--- src/rtl/bankers_safety_check_core_defines.svh ---
// Assertion macros used by the safety check sequencer
`ifndef BANKERS_SAFETY_CHECK_CORE_DEFINES_SVH
`define BANKERS_SAFETY_CHECK_CORE_DEFINES_SVH

`ifndef SYNTH
`define BSC_ASSERT_IMPL(lbl, clk, rstn, ante, cons) \
    lbl: assert property (@(posedge clk) disable iff (!(rstn)) (ante) |-> (cons)) \
        else $error("bsc: implication check failed");
`define BSC_ASSERT_NEXT(lbl, clk, rstn, ante, cons) \
    lbl: assert property (@(posedge clk) disable iff (!(rstn)) (ante) |=> (cons)) \
        else $error("bsc: next-cycle check failed");
`else
`define BSC_ASSERT_IMPL(lbl, clk, rstn, ante, cons)
`define BSC_ASSERT_NEXT(lbl, clk, rstn, ante, cons)
`endif

`endif

--- src/rtl/bsc_table_ram.sv ---
// Simple dual-port RAM with registered read data
module bsc_table_ram #(
    parameter int DEPTH = 256,
    parameter int WIDTH = 16
) (
    input  logic                     i_clk,
    input  logic                     i_we,
    input  logic [$clog2(DEPTH)-1:0] i_waddr,
    input  logic [WIDTH-1:0]         i_wdata,
    input  logic                     i_re,
    input  logic [$clog2(DEPTH)-1:0] i_raddr,
    output logic [WIDTH-1:0]         o_rdata
);

    logic [WIDTH-1:0] mem [DEPTH];
    logic [WIDTH-1:0] r_rdata;

    always_ff @(posedge i_clk) begin
        if (i_we) begin
            mem[i_waddr] <= i_wdata;
        end
        if (i_re) begin
            r_rdata <= mem[i_raddr];
        end
    end

    assign o_rdata = r_rdata;

endmodule

--- config.mk ---
export PLATFORM = sky130hd
export DESIGN_NAME = bsc_table_ram
export DESIGN_NICKNAME = d
export VERILOG_FILES = /design/src/rtl/bankers_safety_check_core_defines.svh /design/src/rtl/bsc_table_ram.sv
export SDC_FILE = /design/constraint.sdc
export NUM_CORES = 2
export LEC_CHECK = 0
export BUFFER_PORTS_ARGS = -buffer_cell sky130_fd_sc_hd__buf_2
export CORE_ASPECT_RATIO = 1.4
export CORE_MARGIN = 2
export CORE_UTILIZATION = 60
export CTS_BUF_LIST = sky130_fd_sc_hd__clkbuf_8 sky130_fd_sc_hd__clkbuf_16
export DETAILED_ROUTE_END_ITERATION = 6
export HOLD_SLACK_MARGIN = 0.08
export PLACE_DENSITY_LB_ADDON = 0.3
export SLEW_MARGIN = 20
export SYNTH_ARGS = -nofsm -noshare
export SYNTH_HDL_FRONTEND = slang
export SYNTH_SLANG_ARGS = --single-unit
--- constraint.sdc ---
create_clock -name i_clk -period 3.6 [get_ports i_clk]
set_input_delay 0.36 -clock i_clk [delete_from_list [all_inputs] [get_ports i_clk]]
set_output_delay 0.36 -clock i_clk [all_outputs]
set_load 0.01 [all_outputs]
[Yosys cells after proc, flatten, opt, wreduce, memory -nomap -nowiden]
Memories as Yosys holds them, arrays and structs flattened. A register that Yosys moved wholly into a read port is not among the register bits.
Index checks and enable logic that the tools add are counted.
Word-level totals
  bits in writable memories: 4096
  bits in latches: 0
  register bits: 0
  logic and storage cells: 3
  memory bits (read-only): 0
  output and inout port bits: 16
  memories: 1
  input port bits: 35
Operators by class
  order comparisons: 0
  bitwise gates (word level): 0
  eq/ne operators: 0
  shift-type cells: 0
  $mul: 0
  $add $sub $neg: 0
  divide/modulo/power cells: 0
  mux-type cells: 2
  reduce and logical (&&, ||, !) cells: 0
Memories
  mem: depth 256, width 16, read ports 1, clocked after memory_dff 1, write ports 1, line bsc_table_ram.sv:15  | logic [WIDTH-1:0] mem [DEPTH];
Operators by type and width (number)
  1-bit 2-to-1 mux: 2

[Longest topological paths before layout]
  depth after elaboration: 2
  mapped depth: 12

[Worst setup path after synthesis]
Ideal clock, no wire load.
  path type: input to register
  start: in i_raddr[0]
  end: reg r_rdata[4] (netlist: o_rdata[4]), read port of mem (data pin)
  data arrival time: 2.344 ns
  stages on the path: 8
  path buffers: 3
  slack: 0.991 ns
  required time: 3.335 ns
  path through: buf_6 > buf_6 > buf_2 > mux4_2 > mux4_2 > a22o_1 > o32ai_2 > nor4_2
RTL lines
  start: declaration: line bsc_table_ram.sv:11  | input logic [$clog2(DEPTH)-1:0] i_raddr,
  end: declaration: line bsc_table_ram.sv:16  | logic [WIDTH-1:0] r_rdata;

==> metrics <==
Yosys cell types 51; via/cell ratio 6.854; Fmax 301.8 MHz; Final Worst Setup Slack 0.2864 ns; CTS max path bufs 4; Sequential Power Share 0.553; PD cells 533.1 mW/mm^2; Die Wd 438.9 um; num rows 223; outcome finished, violations left; most frequent cells in the layout edfxtp_1 (4112), mux4_2 (797), buf_4 (616); die area 0.2690 sq mm; drt pass-1 iters 7; Slew Limit Headroom 0.1971; Hold Crit Class in2reg; area of placed instances 0.1678 sq mm; Total GRT Usage 0.3170; vias in the first global route 81370; initial antenna violation count 21; commonest non-fill, non-tap cell in the layout edfxtp_1; Die Y 612.9 um; Period minus WS final 3.314 ns; io pins 51; DRT Wirelength 424.6 mm; Synth Cell Area 0.1589 sq mm; r2r startpoint mem[11][9]; GP Congestion 0.9195; Mapped Avg Cell Area 21.59 sq um; area delta synth->final 12.88%; Setup Total Neg Slack 0 ns; share of post-route cells with drive strength above 1 0.2616; design area 0.1793 sq mm; WL per Instance 35.88 um; Place WS -0.4623 ns; share of synthesized registers carrying an async set or reset 0; DRT iter0 DRCs 12250; Worst Max-Slew Pin Slew 1.204 ns; Net Sw Power 20150 uW; Comb pwr share 0.055; Critical Path Start Type flip-flop; maximum capacitance violations 0; clock slew at reported path FFs 0.07 ns; beginning of the critical path mem[11][9]; number of nets with antenna violations after routing 0; Finish-stage setup viols 0; Root Buffer clkbuf_16; unrepaired setup endpoints after global routing false; Port Buffers 50; Syn. warnings 0; P_int 75450 uW; switching share of power 0.2107; Synth Net Count 7395; Worst path slowest cell o32ai_1; post-synthesis register bit count 4112; utilization after layout 0.6809; max-slew violations 0; violated checks DRC; Hold Violations, Final 0; CP endpoint kind flip-flop; # clock sinks 4112; fillcell total 15850; HPWL Detailed 260.3 mm; peak supply drop 0.3825 mV; largest net degree at the start of global routing 128; Clk pwr share 0.392; Leak Pwr 0.05784 uW; nets@finish 8091; CP arrival 3.95 ns; Critical Path Fanout Max 1; Max Clock Skew 0.04313 ns; Core Area 0.2634 sq mm; CTS tree yes; global route total overflow 0; cts bufs inserted 360; register area share after synthesis 0.7772; Main synth FF type edfxtp_1; number of synthesized flops with an enable pin 4112; first-pass GRT wire length 600.3 mm; critical path class reg2reg; Post-Syn Instances 7360; Initial Util 0.6032; vias post-DR 81110; H-tree lvl count 5; Max stage delay on crit path 0.81 ns; critical path required time 4.23 ns; HP Start i_raddr[6]; DRC errors left 17; worst-skew pair later-pin latency 0.92 ns; fin crit share 0.9204; post_cts resized 0; crit path cell chain mux4_2, mux2_2, a22oi_1, nand2_1, o32ai_1, buf_4, nor4_1
cell usage after synthesis, types with 4 or more instances:
master     number  area share
a22oi_1        43      0.0020
and3_1         11     0.00043
o32ai_1        20      0.0011
nor2b_1         9     0.00035
buf_12          5     0.00063
o221ai_1      252       0.014
nand4_1        26      0.0010
buf_4          26      0.0012
o21ai_0        37      0.0012
mux4_2        797        0.11
mux2_2         88      0.0062
buf_6          77      0.0055
a221oi_1       28      0.0015
buf_2          76      0.0024
buf_1          27     0.00064
or2_2           4     0.00016
o31ai_1        16     0.00076
a21oi_1       175      0.0055
edfxtp_1     4112        0.78
nor2_1        304      0.0072
buf_8          11      0.0010
nor3_1         92      0.0029
o22ai_1       148      0.0058
a31oi_1         6     0.00024
a2111oi_0       6     0.00033
clkbuf_1      230      0.0054
nor4_1         17     0.00067
nand2_1        38     0.00090
nand3_1        35      0.0011
a22o_1         32      0.0018
a211oi_1       18     0.00085
mux2i_1       565       0.036
logic make-up (layout without fill, tap and decap cells):
| group | after synthesis | after routing | share of synthesized area |
|---|---|---|---|
| compound gates | 786 | 786 | 0.03534 |
| buf+inv | 456 | 1427 | 0.01692 |
| flops | 4112 | 4112 | 0.7772 |
| mux | 1450 | 1450 | 0.1548 |
| other cells | 0 | 16 | 0 |
| simple gates | 556 | 556 | 0.01573 |
per-stage QoR:
step                      instances  total power (uW)  hold slack, ns
final                         11830             95600          0.2158
after global placement        11160             58910          0.8227
after detailed placement      11160             59030          0.8346
after global routing          11820             97660          0.2898
after floorplan                7360             56470          0.4589
after CTS                     11820             95800          0.1697
critical path: cells and delay by family (launching register included):
family          cells  cell delay, ns
compound gates      2            1.37
mux                 2            0.75
buf+inv             1            0.24
simple gates        2            0.33
flops               1            0.37
layout make-up:
cell class              instances  area, sq um  area share
well taps                    3487         4363     0.02433
clock inverters               266         1996     0.01113
inverters                       4        27.53   0.0001535
clock buffers                 371         9284     0.05177
diodes                         16        40.04   0.0002233
multi-input cells            2792        32840      0.1831
repair buffers                786         7305     0.04073
flip-flops and latches       4112       123500      0.6885
sequential cells by signal, summed over array words and instances, names as in the netlist:
name / cells
mem: 4096
o_rdata: 16
layer usage:
metal / share of wire / global-route usage / vias up
met5: 0.00023 / 0 / -
met4: 0.072 / 0.1894 / 16
met3: 0.10 / 0.05531 / 934
met2: 0.49 / 0.5127 / 5189
met1: 0.34 / 0.4068 / 42360
li1: - / - / 32610
path summary, 6_finish.rpt:
check,to,slack [ns],cells after the start
worst max register to register,o_rdata[9],0.29,7
worst max-delay path,o_rdata[9],0.29,7
worst min-delay path,o_rdata[1],0.22,4
worst min register to register,o_rdata[14],1.22,6
power by group through the flow:
| stage | Sequential [uW] | Clock, uW | Combinational (uW) |
|---|---|---|---|
| after floorplan | 53900 | 0 | 2600 |
| after global placement | 53900 | 0 | 5040 |
| after detailed placement | 53900 | 0 | 5150 |
| after CTS | 52800 | 37700 | 5210 |
| after global routing | 52800 | 39400 | 5430 |
| final | 52900 | 37500 | 5270 |
what timing repair did:
item                      CTS  global route
buffers inserted            0             0
hold endpoints to repair  619             0
hold buffers               17             0
Power figures use the tool's default switching activity.
