===== src/rtl/bankers_safety_check_core_defines.svh =====
// Assertion macros used by the safety check sequencer
`ifndef BANKERS_SAFETY_CHECK_CORE_DEFINES_SVH
`define BANKERS_SAFETY_CHECK_CORE_DEFINES_SVH

`ifndef SYNTH
`define BSC_ASSERT_IMPL(lbl, clk, rstn, ante, cons) \
    lbl: assert property (@(posedge clk) disable iff (!(rstn)) (ante) |-> (cons)) \
        else $error("bsc: implication check failed");
`define BSC_ASSERT_NEXT(lbl, clk, rstn, ante, cons) \
    lbl: assert property (@(posedge clk) disable iff (!(rstn)) (ante) |=> (cons)) \
        else $error("bsc: next-cycle check failed");
`else
`define BSC_ASSERT_IMPL(lbl, clk, rstn, ante, cons)
`define BSC_ASSERT_NEXT(lbl, clk, rstn, ante, cons)
`endif

`endif


===== src/rtl/bsc_pkg.sv =====
// Types, constants and helper functions of the banker's safety check
package bsc_pkg;

    localparam int MAX_PROCS  = 16;
    localparam int MAX_RES    = 16;
    localparam int PROC_LIMIT = (MAX_PROCS < 16) ? MAX_PROCS : 16;
    localparam int RES_LIMIT  = (MAX_RES < 16) ? MAX_RES : 16;
    localparam int SLOTS      = 16;
    localparam int IDX_W      = 4;
    localparam int CNT_W      = 5;
    localparam int AMT_W      = 16;
    localparam int WORK_W     = 21;
    localparam int TBL_DEPTH  = MAX_PROCS * MAX_RES;
    localparam int ADDR_W     = $clog2(TBL_DEPTH);

    typedef logic [AMT_W-1:0]  t_amount;
    typedef logic [WORK_W-1:0] t_work;
    typedef logic [IDX_W-1:0]  t_idx;
    typedef logic [CNT_W-1:0]  t_cnt;
    typedef logic [ADDR_W-1:0] t_addr;

    typedef enum logic [1:0] {
        OP_ALLOC = 2'd0,
        OP_CLAIM = 2'd1,
        OP_AVAIL = 2'd2,
        OP_START = 2'd3
    } t_opcode;

    typedef enum logic [0:0] {
        CFG_NUM_PROCS = 1'b0,
        CFG_NUM_RES   = 1'b1
    } t_cfg_idx;

    typedef struct packed {
        logic  en;
        t_addr addr;
    } t_rd_req;

    function automatic t_cnt clamp_count(input t_cnt v, input int limit);
        t_cnt lim;
        lim = t_cnt'(limit);
        if (v == '0) begin
            return t_cnt'(1);
        end else if (v > lim) begin
            return lim;
        end
        return v;
    endfunction

    function automatic t_addr tbl_addr(input t_idx p, input t_idx r);
        return t_addr'(p) * t_addr'(MAX_RES) + t_addr'(r);
    endfunction

endpackage


===== src/rtl/bsc_check_fsm.sv =====
// Safety check sequencer: work vector, finish flags and result register
`include "bankers_safety_check_core_defines.svh"
module bsc_check_fsm (
    input  logic             i_clk,
    input  logic             i_rst_n,
    input  logic             i_start,
    input  bsc_pkg::t_cnt    i_num_procs,
    input  bsc_pkg::t_cnt    i_num_res,
    input  bsc_pkg::t_amount i_avail [bsc_pkg::SLOTS],
    input  bsc_pkg::t_amount i_alloc,
    input  bsc_pkg::t_amount i_claim,
    output bsc_pkg::t_rd_req o_rd,
    output logic             o_idle,
    input  logic             i_out_ready,
    output logic             o_out_valid,
    output bsc_pkg::t_cnt    o_out_pnum,
    output logic             o_out_safe,
    output logic             o_out_last
);
    import bsc_pkg::*;

    typedef enum logic [2:0] {
        S_IDLE,
        S_PICK,
        S_READ,
        S_CHECK,
        S_STEP,
        S_EMIT
    } t_state;

    t_state           r_state, n_state;
    t_idx             r_i, n_i;
    t_idx             r_j, n_j;
    logic             r_progress, n_progress;
    logic [SLOTS-1:0] r_flags, n_flags;
    t_cnt             r_count, n_count;
    t_work            r_work [SLOTS];
    t_work            n_work [SLOTS];
    t_work            r_sum [SLOTS];
    t_work            n_sum [SLOTS];
    t_idx             r_seq [SLOTS];
    t_idx             n_seq [SLOTS];
    logic             r_emit_safe, n_emit_safe;
    logic             r_out_valid, n_out_valid;
    t_cnt             r_out_pnum, n_out_pnum;
    logic             r_out_safe, n_out_safe;
    logic             r_out_last, n_out_last;

    t_cnt             n_eff;
    t_cnt             m_eff;
    logic             i_last;
    logic             j_last;
    logic [WORK_W:0]  have;
    logic             fits_one;
    logic             slot_free;

    always_comb begin
        n_eff     = clamp_count(i_num_procs, PROC_LIMIT);
        m_eff     = clamp_count(i_num_res, RES_LIMIT);
        i_last    = ({1'b0, r_i} == (n_eff - t_cnt'(1)));
        j_last    = ({1'b0, r_j} == (m_eff - t_cnt'(1)));
        have      = {1'b0, r_work[r_j]} + (WORK_W+1)'(i_alloc);
        fits_one  = (have >= (WORK_W+1)'(i_claim));
        slot_free = !r_out_valid || i_out_ready;

        n_state     = r_state;
        n_i         = r_i;
        n_j         = r_j;
        n_progress  = r_progress;
        n_flags     = r_flags;
        n_count     = r_count;
        n_work      = r_work;
        n_sum       = r_sum;
        n_seq       = r_seq;
        n_emit_safe = r_emit_safe;
        n_out_valid = r_out_valid && !i_out_ready;
        n_out_pnum  = r_out_pnum;
        n_out_safe  = r_out_safe;
        n_out_last  = r_out_last;

        unique case (r_state)
            S_IDLE: begin
                if (i_start) begin
                    for (int k = 0; k < SLOTS; k++) begin
                        n_work[k] = WORK_W'(i_avail[k]);
                    end
                    n_flags    = '0;
                    n_count    = '0;
                    n_i        = '0;
                    n_progress = 1'b0;
                    n_state    = S_PICK;
                end
            end
            S_PICK: begin
                if (r_flags[r_i]) begin
                    n_state = S_STEP;
                end else begin
                    n_j     = '0;
                    n_state = S_READ;
                end
            end
            S_READ: begin
                n_state = S_CHECK;
            end
            S_CHECK: begin
                n_sum[r_j] = have[WORK_W-1:0];
                if (!fits_one) begin
                    n_state = S_STEP;
                end else if (j_last) begin
                    for (int k = 0; k < SLOTS; k++) begin
                        n_work[k] = r_sum[k];
                    end
                    n_work[r_j]    = have[WORK_W-1:0];
                    n_flags[r_i]   = 1'b1;
                    n_count        = r_count + t_cnt'(1);
                    n_progress     = 1'b1;
                    n_seq[r_count[IDX_W-1:0]] = r_i;
                    if ((r_count + t_cnt'(1)) == n_eff) begin
                        n_i         = '0;
                        n_emit_safe = 1'b1;
                        n_state     = S_EMIT;
                    end else begin
                        n_state = S_STEP;
                    end
                end else begin
                    n_j     = r_j + t_idx'(1);
                    n_state = S_READ;
                end
            end
            S_STEP: begin
                if (i_last) begin
                    if (!r_progress) begin
                        n_emit_safe = 1'b0;
                        n_state     = S_EMIT;
                    end else begin
                        n_i        = '0;
                        n_progress = 1'b0;
                        n_state    = S_PICK;
                    end
                end else begin
                    n_i     = r_i + t_idx'(1);
                    n_state = S_PICK;
                end
            end
            S_EMIT: begin
                if (slot_free) begin
                    n_out_valid = 1'b1;
                    if (r_emit_safe) begin
                        n_out_pnum = t_cnt'(r_seq[r_i]) + t_cnt'(1);
                        n_out_safe = 1'b1;
                        n_out_last = i_last;
                        if (i_last) begin
                            n_state = S_IDLE;
                        end else begin
                            n_i = r_i + t_idx'(1);
                        end
                    end else begin
                        n_out_pnum = '0;
                        n_out_safe = 1'b0;
                        n_out_last = 1'b1;
                        n_state    = S_IDLE;
                    end
                end
            end
            default: begin
                n_state = S_IDLE;
            end
        endcase
    end

    always_ff @(posedge i_clk) begin
        if (!i_rst_n) begin
            r_state     <= S_IDLE;
            r_i         <= '0;
            r_j         <= '0;
            r_progress  <= 1'b0;
            r_flags     <= '0;
            r_count     <= '0;
            r_out_valid <= 1'b0;
            for (int k = 0; k < SLOTS; k++) begin
                r_work[k] <= '0;
            end
        end else begin
            r_state     <= n_state;
            r_i         <= n_i;
            r_j         <= n_j;
            r_progress  <= n_progress;
            r_flags     <= n_flags;
            r_count     <= n_count;
            r_out_valid <= n_out_valid;
            r_work      <= n_work;
        end
        r_sum       <= n_sum;
        r_seq       <= n_seq;
        r_emit_safe <= n_emit_safe;
        r_out_pnum  <= n_out_pnum;
        r_out_safe  <= n_out_safe;
        r_out_last  <= n_out_last;
    end

    assign o_rd.en     = (r_state == S_READ);
    assign o_rd.addr   = tbl_addr(r_i, r_j);
    assign o_idle      = (r_state == S_IDLE);
    assign o_out_valid = r_out_valid;
    assign o_out_pnum  = r_out_pnum;
    assign o_out_safe  = r_out_safe;
    assign o_out_last  = r_out_last;

    `BSC_ASSERT_IMPL(a_count_matches_flags, i_clk, i_rst_n, 1'b1, ($countones(r_flags) == r_count))
    `BSC_ASSERT_IMPL(a_unsafe_is_final, i_clk, i_rst_n, (r_out_valid && !r_out_safe), (r_out_last && (r_out_pnum == '0)))
    `BSC_ASSERT_NEXT(a_start_clears, i_clk, i_rst_n, ((r_state == S_IDLE) && i_start), ((r_flags == '0) && (r_count == '0) && (r_state == S_PICK)))

endmodule


===== config.mk =====
export PLATFORM = sky130hd
export DESIGN_NAME = bsc_check_fsm
export DESIGN_NICKNAME = d
export VERILOG_FILES = /design/src/rtl/bsc_pkg.sv /design/src/rtl/bsc_check_fsm.sv
export VERILOG_INCLUDE_DIRS = /design/src /design/src/rtl
export SDC_FILE = /design/constraint.sdc
export NUM_CORES = 2
export LEC_CHECK = 0
export BUFFER_PORTS_ARGS = -buffer_cell sky130_fd_sc_hd__buf_2
export CAP_MARGIN = 20
export CORE_ASPECT_RATIO = 0.5
export CORE_MARGIN = 8
export CORE_UTILIZATION = 50
export CTS_CLUSTER_DIAMETER = 150
export DETAILED_ROUTE_END_ITERATION = 12
export PLACE_DENSITY = 0.75
export SLEW_MARGIN = 10
export SYNTH_ARGS = -nofsm -noshare
export SYNTH_HDL_FRONTEND = slang
export SYNTH_SLANG_ARGS = --single-unit

===== constraint.sdc =====
create_clock -name i_clk -period 26 [get_ports i_clk]
set_input_delay 1.3 -clock i_clk [delete_from_list [all_inputs] [get_ports i_clk]]
set_output_delay 1.3 -clock i_clk [all_outputs]
set_load 0.02 [all_outputs]

After elaboration in Yosys (flattened, before gate mapping)

Cells that the tools add are included.

Add/sub/neg operators: 8
$lt $le $gt $ge: 10
Equal/unequal tests: 21
Mux-type cells: 77
Bitwise logic cells: 4
Reductions and logical operators: 23

Operator list:

| kind                                             | number |
|---|---|
| 336-bit 2-to-1 mux                               | 3 |
| 336-bit one-hot mux with 2 select lines          | 1 |
| 336-bit bitwise mux                              | 1 |
| 21-bit binary-select mux with 4-bit select       | 1 |
| 21-bit demux with 4-bit select                   | 1 |
| 64-bit bitwise mux                               | 1 |
| 21-bit 2-to-1 mux                                | 3 |
| 4-bit 2-to-1 mux                                 | 15 |
| 16-bit 2-to-1 mux                                | 3 |
| 5-bit 2-to-1 mux                                 | 9 |
| 16-bit one-hot mux with 2 select lines           | 1 |
| 3-bit 2-to-1 mux                                 | 9 |
| 21-bit by 16-bit adder with 22-bit output        | 1 |
| 22-bit by 16-bit >= comparator with 1-bit output | 1 |
| 2-bit != test, second input constant             | 11 |
| 1-bit 2-to-1 mux                                 | 19 |
| 3-bit one-hot mux with 6 select lines            | 1 |
| 4-bit binary-select mux with 4-bit select        | 1 |
| 4-bit demux with 4-bit select                    | 1 |
| 16-bit bitwise OR                                | 1 |
| 4-bit one-hot mux with 4 select lines            | 1 |
| 5-bit >= comparator, second input constant       | 3 |
| 4-bit NOT with 5-bit output                      | 3 |
| 4-bit by 5-bit == test with 1-bit output         | 2 |
| 34 further kinds                                 | 50 |

Bits in registers: 778
Bits of input ports: 302
Output and inout port bits: 18
Word-level logic and storage cells: 202

Longest topological paths before layout

Depth in word-level cells: 10
Depth in mapped cells: 31
Mapped depth without buffers: 22

Least setup slack after synthesis

OpenSTA, ideal clock, no wires.

Path type: reg-to-reg
From: register r_state[0]
To: register r_sum[0] in the netlist's numbering, enable pin
Setup time: 0.831 ns
Arrival time: 10.297 ns
Required time: 25.169 ns
Path slack: 14.872 ns
Cell stages (with the launch flop): 7
Buffers on the path: 2
Clock period less this slack: 11.128 ns
Cell sequence: dfxtp_1 clkbuf_1 inv_1 nor2_1 nand2_1 clkinv_1 clkbuf_1

Cells in the longest elaborated chain, start to end: 1

Ends and longest elaborated chain:

| item                                     | RTL line             | RTL |
|---|---|---|
| start, declared                          | bsc_check_fsm.sv:31  | `t_state r_state, n_state;` |
| start signal, assigned                   | bsc_check_fsm.sv:184 | `r_state <= n_state;` |
| 3-bit by 2-bit == test with 1-bit output | bsc_check_fsm.sv:81  | `unique case (r_state)` |
| end signal, assigned                     | bsc_check_fsm.sv:193 | `r_sum <= n_sum;` |
| end, declared                            | bsc_check_fsm.sv:39  | `t_work r_sum [SLOTS];` |

No other way between the ends.
A chain may end at the register's enable or synchronous reset.

Worst setup path after layout

From: register r_j[0]
To: register r_work[168] in the netlist's numbering

Cells in the longest elaborated chain, start to end: 9
Elaborated cells on any way between the ends: 19
Those cells by class: 1 x add/sub; 3 x order compare; 3 x eq/ne; 9 x mux; 1 x bitwise; 2 x reduce/logical

Ends and longest elaborated chain:

| item                                                                              | RTL line             | RTL |
|---|---|---|
| start, declared                                                                   | bsc_check_fsm.sv:33  | `t_idx r_j, n_j;` |
| start signal, assigned                                                            | bsc_check_fsm.sv:186 | `r_j <= n_j;` |
| branches (longest 9 deep; another with 21-bit by 16-bit adder with 22-bit output) | n/a                  |  |
| end signal, assigned                                                              | bsc_check_fsm.sv:191 | `r_work <= n_work;` |
| end, declared                                                                     | bsc_check_fsm.sv:37  | `t_work r_work [SLOTS];` |

Several ways; the timed one is not identified. The select of a mux whose other input is x is not followed.

==> results.tsv <==
stage	metric	value	unit
status	outcome	finished, final reports clean	
worst_setup_path	path_cells	buf_4 > buf_4 > mux4_2 > mux4_2 > ha_1 > a21oi_1 > and2_1 > a21oi_1 > o41a_1 > xnor2_2 > inv_1 > ha_1 > a21o_1 > a211oi_1 > a31oi_1 > or3b_1 > a211o_1 > a21oi_4 > buf_4 > buf_12 > nand2_1 > a21oi_1	
clocking	clk_pin_slew	0.07	ns
finish	area_delta_synth_final	12.6	%
worst_setup_path	max_stage_delay	0.71	ns
routing	dr.pass1.iters	6	
global_routing	grt_max_degree	220	
placement	hpwl	71900	um
worst_hold_path	hold_class	reg2reg	
worst_setup_path	crit_arrival	9.84	ns
clocking	clockBufferDepth	3	
clocking	cts.hold.buffers_added	0	
synth	syn-cell-area	36200	um^2
synth	seq_area_frac_synth	54.2	%
routing	wl_per_cell	24.1	um
finish	diodes	0	
global_routing	grt_overflow	0	
pwr	power.density	69.0	nW/um^2
synth	yosys_warnings	0	
finish	final_cell_mix	597 x nand2_1, 408 x edfxtp_1, 400 x o21ai_0	
clocking	post-cts-setup-buffers	0	
finish	layout.nets	3948	
timing	slew_headroom	24.2	%
timing	drv_slew	0	
placement	gp_congestion	0.907	
timing	finClkSkew	0.0303	ns
floorplan	coreArea	71400	um^2
clocking	tritoncts	yes	
finish	seqCellArea	19700	um^2
floorplan	row_count	69	
worst_setup_path	cp-start-kind	flip-flop	
clocking	cts.repair.resized	0	
synth	syn_nets	3796	
finish	drive_gt1_share	20.8	%
global_routing	grt_pass1_wl	167000	um
clocking	htreeDepth	3	
timing	tns	0	ns
worst_setup_path	required	26.53	ns
timing	finalSetupViolCount	0	
synth	synthCells	3444	
finish	multi_input_area	15300	um^2
pwr	vdd_ir_drop_max	44.8	uV
timing	worstMarginPinSlew	1.14	ns
routing	ant_nets	0	
worst_setup_path	end_kind	flip-flop	
placement	portBuffers	319	
synth	ys.flop_type	edfxtp_1	
floorplan	die_x	397	um
timing	period_needed	9.31	ns
timing	hold_viol	0	
routing	drc	0	
timing	rsz0062_at_grt	no	
run	cap_violations	0	
global_routing	antenna_found_initial	3	
worst_setup_path	setup.worst_path.class	reg2reg	
placement	numPlacedInstances	4481	
floorplan	io_pins	320	
routing	num_vias	28500	
synth	synth.distinct_cells	68	
finish	fillers	5857	
synth	synthArstFlopShare	0	%
worst_setup_path	cp_max_fo	194	
timing	period_share	35.8	%
finish	instances_no_fill	4613	
global_routing	track_usage	26.1	%
global_routing	grt_pass1_vias	27600	
routing	wl	111000	um
clocking	cts_sinks	778	
synth	synth-edff-count	408	
synth	yosysTopAreaCell	edfxtp_1	
synth	syn_avg_cell_area	10.5	um^2
timing	max_freq	107	MHz
finish	layout_commonest_cell	nand2_1	
pwr	p_leak	15.0	nW
floorplan	die-area	81900	um^2
worst_hold_path	hold_depth	2	
clocking	cts-buffers-inserted	71	
clocking	clkLatencyLatePin	0.63	ns
synth	synth_top_area_share	33.8	%
synth	netlist_top_cells_area	edfxtp_1 34%, dfxtp_1 20%, mux4_2 7.8%	
floorplan	initial_core_util	50.8	%
pwr	p_total	2.81	mW
worst_setup_path	rr_worst_depth	22	
routing	drtIter0Drc	3574	
routing	viasPerCell	6.17	
worst_setup_path	cpMaxStageDelayCell	buf_4	
floorplan	fp.dieH	206	um
clocking	ctsRootBufferMaster	clkbuf_16	
synth	ys_ff_latch	778	
==> per-layer routing <==
metal | part of all wire, % | track usage, % | vias up
met5 | 0.024 | 0 | -
met4 | 4.8 | 12.0 | 4
met3 | 8.7 | 4.48 | 264
met2 | 48 | 43.0 | 1473
met1 | 39 | 34.1 | 13900
li1 | - | - | 12900
==> flip-flops by register name, indices dropped and copies added (netlist names), 3 cells and up <==
register / cells
r_flags: 16
r_work: 336
r_j: 4
o_out_pnum: 5
r_i: 4
r_sum: 336
r_state: 3
r_seq: 64
r_count: 5
==> path summary, 6_finish.rpt <==
check              start          end  slack (ns)
max               r_j[0]  r_work[168]       16.69
min          r_work[127]  r_work[127]        0.45
max reg2reg       r_j[0]  r_work[168]       16.69
min reg2reg  r_work[127]  r_work[127]        0.45
==> logic make-up (layout without fill, tap and decap cells) <==
| group | count (synthesis) | in the layout | share of synthesized area, % |
|---|---|---|---|
| buffers and inverters | 350 | 561 | 3.97 |
| AO/OA/AOI/OAI | 1075 | 1075 | 18.2 |
| adder cells (fa/ha/maj) | 50 | 50 | 1.75 |
| AND/OR/NAND/NOR | 1018 | 1018 | 12.9 |
| XOR/XNOR | 41 | 41 | 0.991 |
| flip-flops | 778 | 778 | 54.2 |
| multiplexers | 132 | 132 | 7.96 |
==> critical path, delay by kind of cell, from the launching register on <==
family	cells	cell delay, ns
AO/OA/AOI/OAI	9	2.02
XOR/XNOR	1	0.70
adder cells (fa/ha/maj)	2	0.71
buffers and inverters	5	2.66
flip-flops	1	0.59
multiplexers	2	1.13
AND/OR/NAND/NOR	3	0.86
==> final cells by class <==
cell class / instances / share of cell area, %
clock buffers: 106 / 5.21
clock inverters: 26 / 0.641
inverters: 53 / 0.518
multi-input cells: 2316 / 37.4
flip-flops and latches: 778 / 48.2
well taps: 958 / 2.94
repair buffers: 376 / 5.05
==> metrics by stage <==
step	util, %	area, um^2	setup slack, ns	hold slack [ns]
after floorplan	-	36200	14.87	0.429
final	57.2	40800	16.69	0.450
after global routing	57.2	40800	16.26	0.468
after CTS	57.2	40800	16.83	0.451
after detailed placement	53.8	38400	16.85	0.443
after global placement	53.8	38400	16.97	0.435
==> cell usage after synthesis, types with 17 or more instances <==
cell type    n
nor2_1      75
ha_1        49
o22ai_1     17
nand2b_1   139
mux4_2     125
inv_1       50
buf_1       18
o211ai_1   209
clkbuf_1   206
o21ai_0    400
a21oi_1    258
or2_2      113
dfxtp_1    370
a31oi_1     24
nand2_1    603
a22o_1      82
buf_2       61
edfxtp_1   408
xnor2_1     25
a32o_1      32
==> power breakdown <==
| part | switching (mW) | leakage [nW] | internal (mW) |
|---|---|---|---|
| Combinational | 0.243 | 7.19 | 0.119 |
| Sequential | 0.0263 | 6.65 | 1.34 |
| Clock | 0.477 | 1.17 | 0.611 |
Power figures use the tool's default switching activity.
